## src/sawrt_pkg.sv

```systemverilog
package sawrt_pkg;

  // timeout register width and limits
  localparam int unsigned TIMEOUT_W = 20;
  localparam logic [TIMEOUT_W-1:0] MAX_ADAPTED_TIMEOUT = 20'd100000;
  localparam logic [TIMEOUT_W-1:0] MAX_TIMEOUT_REG     = 20'd1000000;
  localparam logic [TIMEOUT_W-1:0] TIMEOUT_RESET       = 20'd100000;

  // configuration register indexes
  localparam int unsigned CFG_INDEX_W = 8;
  localparam logic [CFG_INDEX_W-1:0] CFG_INIT_TIMEOUT = 8'd0;
  localparam logic [CFG_INDEX_W-1:0] CFG_ADAPTIVE     = 8'd1;

  typedef enum logic [1:0] {
    OP_LOAD = 2'd0,
    OP_POLL = 2'd1,
    OP_ACK  = 2'd2
  } op_t;

  typedef enum logic [1:0] {
    ST_OK       = 2'd0,
    ST_NO_PKT   = 2'd1,
    ST_MISMATCH = 2'd2
  } status_t;

endpackage

```

## src/sawrt_adapt.sv

```systemverilog
module sawrt_adapt
  import sawrt_pkg::*;
#(
  parameter int TIME_BITS = 32
) (
  input  logic [TIME_BITS-1:0] now_us,
  input  logic [TIME_BITS-1:0] first_time,
  input  logic [TIMEOUT_W-1:0] cur_timeout,
  output logic [TIMEOUT_W-1:0] new_timeout
);

  logic [TIME_BITS-1:0] rtt;
  logic [TIME_BITS-1:0] avg;

  // halves summed separately, carry of the two low bits added back
  assign rtt = now_us - first_time;
  assign avg = {1'b0, rtt[TIME_BITS-1:1]}
             + TIME_BITS'({1'b0, cur_timeout[TIMEOUT_W-1:1]})
             + TIME_BITS'(rtt[0] & cur_timeout[0]);

  assign new_timeout = (avg > TIME_BITS'(MAX_ADAPTED_TIMEOUT)) ? MAX_ADAPTED_TIMEOUT
                                                              : avg[TIMEOUT_W-1:0];

endmodule

```

## src/stop_and_wait_retransmit_timer.sv

```systemverilog
// channel  | dir | beat contents (low bit up)                         | handshake
// s_*      | in  | tuser: opcode; tdata: seq_num, now_us, zero pad     | s_tvalid/s_tready
// m_*      | out | tdata: retransmit, retransmit_seq, pending, status, | m_tvalid/m_tready
//          |     |        timeout_value, zero pad                      |
// cfg_*    | in  | cfg_index, cfg_data (register write)                | cfg_valid/cfg_ready
//
// one beat in, one beat out; a new beat is taken every cycle when the output drains
// each beat passes the input register, then the result register; slot state updates with
// the result register so the next beat already sees it
// reset clears the slot valid bit, both pipeline valids and adaptive mode, and sets the
// timeout to 100000 us; a stalled m_tready holds the result and backs up into s_tready
// cfg_ready is always high; writes are expected only while the block is idle
module stop_and_wait_retransmit_timer
  import sawrt_pkg::*;
#(
  parameter int SEQ_BITS  = 16,
  parameter int TIME_BITS = 32,
  localparam int IN_W  = ((SEQ_BITS + TIME_BITS + 7) / 8) * 8,
  localparam int OUT_R = 1 + SEQ_BITS + 1 + 2 + TIMEOUT_W,
  localparam int OUT_W = ((OUT_R + 7) / 8) * 8
) (
  input  logic                   clk,
  input  logic                   rst,
  input  logic                   s_tvalid,
  output logic                   s_tready,
  input  logic [1:0]             s_tuser,   // opcode
  input  logic [IN_W-1:0]        s_tdata,   // seq_num, now_us, zero pad
  output logic                   m_tvalid,
  input  logic                   m_tready,
  output logic [OUT_W-1:0]       m_tdata,   // retransmit, retransmit_seq, pending,
                                            // status, timeout_value, zero pad
  input  logic                   cfg_valid,
  output logic                   cfg_ready,
  input  logic [CFG_INDEX_W-1:0] cfg_index,
  input  logic [TIMEOUT_W-1:0]   cfg_data
);

  // input register
  logic                 in_valid;
  logic [1:0]           in_op;
  logic [SEQ_BITS-1:0]  in_seq;
  logic [TIME_BITS-1:0] in_now;

  // slot and timer state
  logic                 slot_valid, slot_valid_next;
  logic [SEQ_BITS-1:0]  held_seq;
  logic [TIME_BITS-1:0] first_send_time;
  logic [TIME_BITS-1:0] last_send_time, last_send_time_next;
  logic [TIMEOUT_W-1:0] current_timeout, current_timeout_next;
  logic                 adaptive_enable;

  // result register
  logic                 out_valid;
  logic                 out_retransmit;
  logic [SEQ_BITS-1:0]  out_rt_seq;
  logic                 out_pending;
  status_t              out_status;
  logic [TIMEOUT_W-1:0] out_timeout;

  // combinational results
  logic                 advance;
  logic                 rt_next;
  logic [SEQ_BITS-1:0]  rt_seq_next;
  status_t              status_next;
  logic [TIME_BITS-1:0] elapsed;
  logic [TIMEOUT_W-1:0] adapted_timeout;
  logic                 load_now;

  assign advance   = in_valid && (!out_valid || m_tready);
  assign s_tready  = !in_valid || advance;
  assign cfg_ready = 1'b1;
  assign m_tvalid  = out_valid;
  assign m_tdata   = OUT_W'({out_timeout, out_status, out_pending, out_rt_seq,
                             out_retransmit});

  assign elapsed = in_now - last_send_time;

  sawrt_adapt #(
    .TIME_BITS(TIME_BITS)
  ) u_adapt (
    .now_us     (in_now),
    .first_time (first_send_time),
    .cur_timeout(current_timeout),
    .new_timeout(adapted_timeout)
  );

  // per-opcode next state and result
  always_comb begin
    slot_valid_next      = slot_valid;
    last_send_time_next  = last_send_time;
    current_timeout_next = current_timeout;
    rt_next              = 1'b0;
    rt_seq_next          = '0;
    status_next          = ST_OK;
    load_now             = 1'b0;
    unique case (op_t'(in_op))
      OP_LOAD: begin
        load_now            = 1'b1;
        slot_valid_next     = 1'b1;
        last_send_time_next = in_now;
      end
      OP_POLL: begin
        // strictly greater: a poll right at the timeout does not resend
        if (slot_valid && (elapsed > TIME_BITS'(current_timeout))) begin
          rt_next             = 1'b1;
          rt_seq_next         = held_seq;
          last_send_time_next = in_now;
        end
      end
      OP_ACK: begin
        if (!slot_valid) begin
          status_next = ST_NO_PKT;
        end else if (in_seq != held_seq) begin
          status_next = ST_MISMATCH;
        end else begin
          slot_valid_next = 1'b0;
          if (adaptive_enable) begin
            current_timeout_next = adapted_timeout;
          end
        end
      end
      default: begin
        // unused opcode: report state only
      end
    endcase
  end

  always_ff @(posedge clk) begin
    if (rst) begin
      in_valid        <= 1'b0;
      out_valid       <= 1'b0;
      slot_valid      <= 1'b0;
      current_timeout <= TIMEOUT_RESET;
      adaptive_enable <= 1'b0;
    end else begin
      if (s_tready) begin
        in_valid <= s_tvalid;
      end
      if (advance) begin
        out_valid <= 1'b1;
      end else if (m_tready) begin
        out_valid <= 1'b0;
      end
      if (advance) begin
        slot_valid      <= slot_valid_next;
        current_timeout <= current_timeout_next;
      end
      if (cfg_valid && cfg_ready) begin
        priority if (cfg_index == CFG_INIT_TIMEOUT) begin
          // saturate the loaded timeout
          current_timeout <= (cfg_data > MAX_TIMEOUT_REG) ? MAX_TIMEOUT_REG : cfg_data;
        end else if (cfg_index == CFG_ADAPTIVE) begin
          adaptive_enable <= cfg_data[0];
        end else begin
          // index outside the register list: ignored
        end
      end
    end
  end

  // payload registers
  always_ff @(posedge clk) begin
    if (s_tready && s_tvalid) begin
      in_op  <= s_tuser;
      in_seq <= s_tdata[SEQ_BITS-1:0];
      in_now <= s_tdata[SEQ_BITS+TIME_BITS-1:SEQ_BITS];
    end
    if (advance) begin
      last_send_time <= last_send_time_next;
      if (load_now) begin
        held_seq        <= in_seq;
        first_send_time <= in_now;
      end
      out_retransmit <= rt_next;
      out_rt_seq     <= rt_seq_next;
      out_pending    <= slot_valid_next;
      out_status     <= status_next;
      out_timeout    <= current_timeout_next;
    end
  end

  // result pending flag mirrors the slot right after it is written
  a_pending_match: assert property (@(posedge clk) disable iff (rst)
    advance |=> (out_pending == slot_valid))
    else $error("pending flag disagrees with slot state");

  // a resend only comes from a held packet and never with an error
  a_rt_ok: assert property (@(posedge clk) disable iff (rst)
    (out_valid && out_retransmit) |-> (out_status == ST_OK && out_pending))
    else $error("retransmit with error status or empty slot");

  // timeout never leaves its range
  a_timeout_range: assert property (@(posedge clk) disable iff (rst)
    current_timeout <= MAX_TIMEOUT_REG)
    else $error("timeout above limit");

  // an error acknowledgement leaves the slot as it was
  a_err_ack_hold: assert property (@(posedge clk) disable iff (rst)
    (advance && status_next != ST_OK) |=> (slot_valid == $past(slot_valid)))
    else $error("error acknowledgement changed the slot");

  // a poll never changes the slot valid bit
  a_poll_hold: assert property (@(posedge clk) disable iff (rst)
    (advance && in_op == OP_POLL) |=> $stable(slot_valid))
    else $error("poll changed the slot");

endmodule

```

## config.mk

```make
export PLATFORM = sky130hd
export DESIGN_NAME = stop_and_wait_retransmit_timer
export DESIGN_NICKNAME = d
export VERILOG_FILES = /design/src/sawrt_pkg.sv /design/src/sawrt_adapt.sv /design/src/stop_and_wait_retransmit_timer.sv
export SDC_FILE = /design/constraint.sdc
export NUM_CORES = 1
export LEC_CHECK = 0
export BUFFER_PORTS_ARGS = -buffer_cell sky130_fd_sc_hd__buf_4
export CAP_MARGIN = 20
export CORE_UTILIZATION = 40
export CTS_CLUSTER_DIAMETER = 30
export CTS_CLUSTER_SIZE = 20
export DETAILED_ROUTE_END_ITERATION = 8
export GPL_TIMING_DRIVEN = 0
export SLEW_MARGIN = 10
export SYNTH_ARGS = -nofsm -noshare
export SYNTH_HDL_FRONTEND = slang
export SYNTH_HIERARCHICAL = 1
export SYNTH_SLANG_ARGS = --single-unit
```

## constraint.sdc

```tcl
create_clock -name clk -period 6.9 [get_ports clk]
set_input_delay 0.69 -clock clk [delete_from_list [all_inputs] [get_ports clk]]
set_output_delay 0.69 -clock clk [all_outputs]
set_load 0.02 [all_outputs]
```

==> flow_results.org <==
** Placement
- In this run the tool buffered the top-level ports with 124 buffer cells.
- Cells after DPL :: 1876
- Setup slack after placement :: 435 ps
- HPWL Detailed :: 26500 µm
- RD Place Congestion :: 0.897
- Once placement finished, the instance area stood at 0.0146 mm².

** Route
- The detailed router finished its first iteration with 710 violations.
- Across all layers, the routed design uses 10395 vias.
- Drt first pass iters :: 5
- Antenna-violating nets left :: 0
- Average routed wire per standard cell :: 17.3 µm
- # DRC :: 0
- Wirelength, routed :: 33000 µm
- In the routed layout, each cell is associated on average with a via count of 5.45.

** STA
- Setup repair after global routing left no endpoint under its margin.
- Final worst path period need :: 6330 ps
- On the final layout, the worst clock skew is 16.9 ps.
- In this run the tightest slew margin relative to its limit is 0.348.
- Maximum achievable frequency :: 0.158 GHz
- Setup violations remaining at the end of the flow were counted as 0.
- Tcrit/Tclk final :: 0.918
- Final count of pins violating max slew :: 0
- Pin slew with the least headroom to its limit :: 976 ps
- The worst path meets setup with 567 ps of slack.
- Final Hold Fails :: 0
- In the final timing run, aggregate negative setup slack is 0 ps.

** Floorplan
- For this configuration, the core starts out at a cell density of 0.410.
- The floorplan step set the die height to 183 µm.
- Full die area :: 0.0334 mm²
- Site row count :: 65
- Top Ports :: 126
- Die X-Extent :: 183 µm
- Core outline area :: 0.0319 mm²

** Worst setup path
- The largest individual stage delay along the critical path comes from the cell sky130_fd_sc_hd__nor4b_4.
- Critical-path cell list :: inv_1 -> ha_1 -> inv_1 -> fa_1 -> a21o_1 -> a221o_1 -> and3_4 -> or3_1 -> xor2_1 -> ha_1 -> nand2_1 -> nor2_1 -> o2111ai_1 -> a31oi_1 -> a21oi_1 -> nor2b_1 -> nor4b_4 -> a41o_1 -> nand4_1 -> or4_1 -> mux2_2 -> nor2_1 -> a211oi_1 -> a211o_1
- For the worst setup path, the data required time is 7260 ps.
- STA classifies the critical path startpoint as a flip-flop.
- Data on the critical path arrives at its endpoint at 6690 ps.
- The critical path contains buffers and inverters numbering 2 combined.
- Flop-to-flop setup slack :: 570 ps
- Max stage delay on crit path :: 450 ps
- Crit Path Max Fanout :: 8
- Type of destination of the critical path :: flip-flop
- Worst path top cell family by delay :: simple AND/OR/NAND/NOR gates
- The worst setup path is of the reg -> reg kind.

** Yosys
- Seq/Total Area, Yosys :: 0.427
- Number of synthesis warnings :: 6
- Counting flops with a built-in enable in the synthesized netlist gives 170.
- Top area cells in the synthesized netlist :: sky130_fd_sc_hd__edfxtp_1 39%, sky130_fd_sc_hd__ha_1 9.6%, sky130_fd_sc_hd__a21oi_1 3.9%
- Count of state elements after synthesis :: 194
- Mean area per synthesized cell :: 9.98 µm²
- The synthesized netlist contains 87 unique library cells.
- In this run the cell area of the synthesized design comes to 0.0131 mm².
- The most used flip-flop cell after synthesis is sky130_fd_sc_hd__edfxtp_1.
- After synthesis, the share of flip-flops with an asynchronous set or reset is 0.
- In the synthesized netlist, the number of instances is 1310.
- Largest area contributor in the netlist :: sky130_fd_sc_hd__edfxtp_1
- Area share of the largest cell type after synthesis :: 0.391

** Power and ir drop
- Leakage Power :: 6.09 nW
- Gate power share :: 0.213
- Power density over cell area :: 198 mW/mm²
- Of the total power, the share spent switching nets is 0.312.
- Net Sw Power :: 0.000945 W
- Fraction of power consumed by the clock network :: 0.343
- IR analysis of the VDD net gives a maximum drop of 180 µV.
- The internal portion of the total power is 0.00208 W.
- Of the total power, registers draw 0.444.

** CTS
- Cts hold-fix bufs :: 0
- Clock tree synthesis inserted a total of 17 buffers.
- TritonCTS built the clock tree.
- After clock tree synthesis, the clock-pin slew on the worst setup and hold paths is 90 ps.
- Count of H-tree levels built during CTS :: 4
- Clock Tree Root :: sky130_fd_sc_hd__clkbuf_16
- Maximum clock path buffer count :: 2
- Number of sinks on the clock net :: 194
- At the later pin of the worst-skew pair, clock insertion delay measures 470 ps.

** Final layout
- Final cell count without fillers :: 1909
- Area overhead of the layout relative to synthesis :: 16.9%
- Once layout is done, the placed cells without fillers occupy 0.0153 mm².
- For this run, the post-layout net count is 1648.
- 0 antenna diodes ended up in the layout.
- In the final layout, the share of cells above drive strength 1 is 0.157.

** Global routing
- Pin count of the biggest net entering global routing :: 51
- The first global-routing pass estimated 51600 µm of wire.
- The number of global-route vias before repair was 9701.
- Grt ovf :: 0
- Across every metal layer, demand over resource in global routing totals 0.201.
- The initial antenna violation count is 0.

** Min path
- Type of the most critical hold path :: in -> reg

** Flow run
- Max-cap violations in this run came to 0.

** Run status
- Outcome :: finished, final reports clean
-- what timing repair did --
action / 4_1_cts / 5_1_grt
endpoints found under the hold margin: 0 / 0
buffers inserted: 0 / 0
endpoints found under the setup margin: 0 / 4
gates resized for setup: 0 / 1
-- per-layer routing --
layer,GRT usage,vias to the layer above,share of wire
met2,0.313,254,0.44
li1,-,5215,-
met5,0,-,0
met3,0.0367,29,0.041
met1,0.288,4897,0.50
met4,0.0491,0,0.015
-- state kept, by name, indices dropped and copies added (netlist names), 2 cells and up --
register	count
in_seq	16
in_op	2
last_send_time	32
out_status	2
first_send_time	32
held_seq	16
in_now	32
out_rt_seq	16
out_timeout	20
current_timeout	20
-- layout by cell type, fill, tap and decap left out, drive strengths merged, types with 22 or more instances in the layout --
master  netlist  routed
inv         110     117
o21ai        67      67
nand3        38      38
nor2         58      58
a21o         37      37
ha          100     100
xor2         27      27
clkbuf       30      47
nand4        42      42
edfxtp      170     170
a21oi       104     104
dfxtp        24      24
nand2        97      97
buf          20     149
nor3         22      22
xnor2        54      54
nor4         26      26
-- metrics by stage --
stage,utilization,power [W],hold slack [ps]
3_5_place_dp,0.459,0.00201,460
3_3_place_gp,0.456,0.00200,456
4_1_cts,0.478,0.00305,363
6_report,0.479,0.00303,384
5_1_grt,0.479,0.00318,359
2_1_floorplan,-,0.00182,449
-- power groups by stage --
stage	registers [W]	clock network, W	logic, W
after floorplan	0.00137	0	0.000449
after global placement	0.00137	0	0.000627
after detailed placement	0.00137	0	0.000637
after CTS	0.00134	0.00107	0.000640
after global routing	0.00135	0.00112	0.000713
final	0.00134	0.00104	0.000644
-- area by class of cell --
type / count / area [µm²]
Timing Repair Buffer: 130 / 997
Tap cell: 435 / 544
Multi-Input combinational cell: 958 / 6860
Clock inverter: 15 / 201
Clock buffer: 17 / 425
Buffer: 50 / 251
Sequential cell: 194 / 5590
Fill cell: 3055 / 16600
Inverter: 110 / 413
-- cell families (layout without fill, tap and decap cells) --
group | after synthesis | count (layout) | synth area share
and+or+nand+nor | 389 | 389 | 0.158
AOI/OAI and AO/OA | 352 | 352 | 0.183
adders and majority gates | 104 | 104 | 0.102
xor gates and xnor gates | 82 | 82 | 0.0566
muxes | 27 | 27 | 0.0224
buffers and inverters | 160 | 322 | 0.0508
other | 2 | 4 | 0.000575
DFF | 194 | 194 | 0.427
-- synthesized netlist by cell type (8+ instances only) --
cell                        number
sky130_fd_sc_hd__mux2_2         18
sky130_fd_sc_hd__inv_1         109
sky130_fd_sc_hd__ha_1          100
sky130_fd_sc_hd__and3_1         13
sky130_fd_sc_hd__clkbuf_1       30
sky130_fd_sc_hd__nor3_1         20
sky130_fd_sc_hd__xor2_1         26
sky130_fd_sc_hd__mux2i_1         9
sky130_fd_sc_hd__o21ai_0        64
sky130_fd_sc_hd__and2_1         16
sky130_fd_sc_hd__o211ai_1       14
sky130_fd_sc_hd__nand2_1        97
sky130_fd_sc_hd__nand2b_1       13
sky130_fd_sc_hd__a21o_1         37
sky130_fd_sc_hd__o31ai_1         8
sky130_fd_sc_hd__xnor2_1        54
sky130_fd_sc_hd__or3_1          11
sky130_fd_sc_hd__nor2b_1        15
sky130_fd_sc_hd__nand3_1        38
sky130_fd_sc_hd__o2111ai_1       8
sky130_fd_sc_hd__o21a_1         18
sky130_fd_sc_hd__buf_2           9
sky130_fd_sc_hd__a31oi_1        13
sky130_fd_sc_hd__a211oi_1       13
sky130_fd_sc_hd__nor2_1         58
sky130_fd_sc_hd__nor4_1         25
sky130_fd_sc_hd__dfxtp_1        24
sky130_fd_sc_hd__a21oi_1       101
sky130_fd_sc_hd__nand4_1        42
sky130_fd_sc_hd__edfxtp_1      170
sky130_fd_sc_hd__a22oi_1        10
-- final timing paths --
kind / cells past startpoint / to / startpoint
worst max-delay path: 24 / current_timeout[5] / in_now[0]
worst min register to register: 0 / held_seq[0] / in_seq[0]
worst max register to register: 24 / current_timeout[5] / in_now[0]
worst min-delay path: 1 / in_seq[6] / s_tdata[6]
Power figures use the tool's default switching activity.
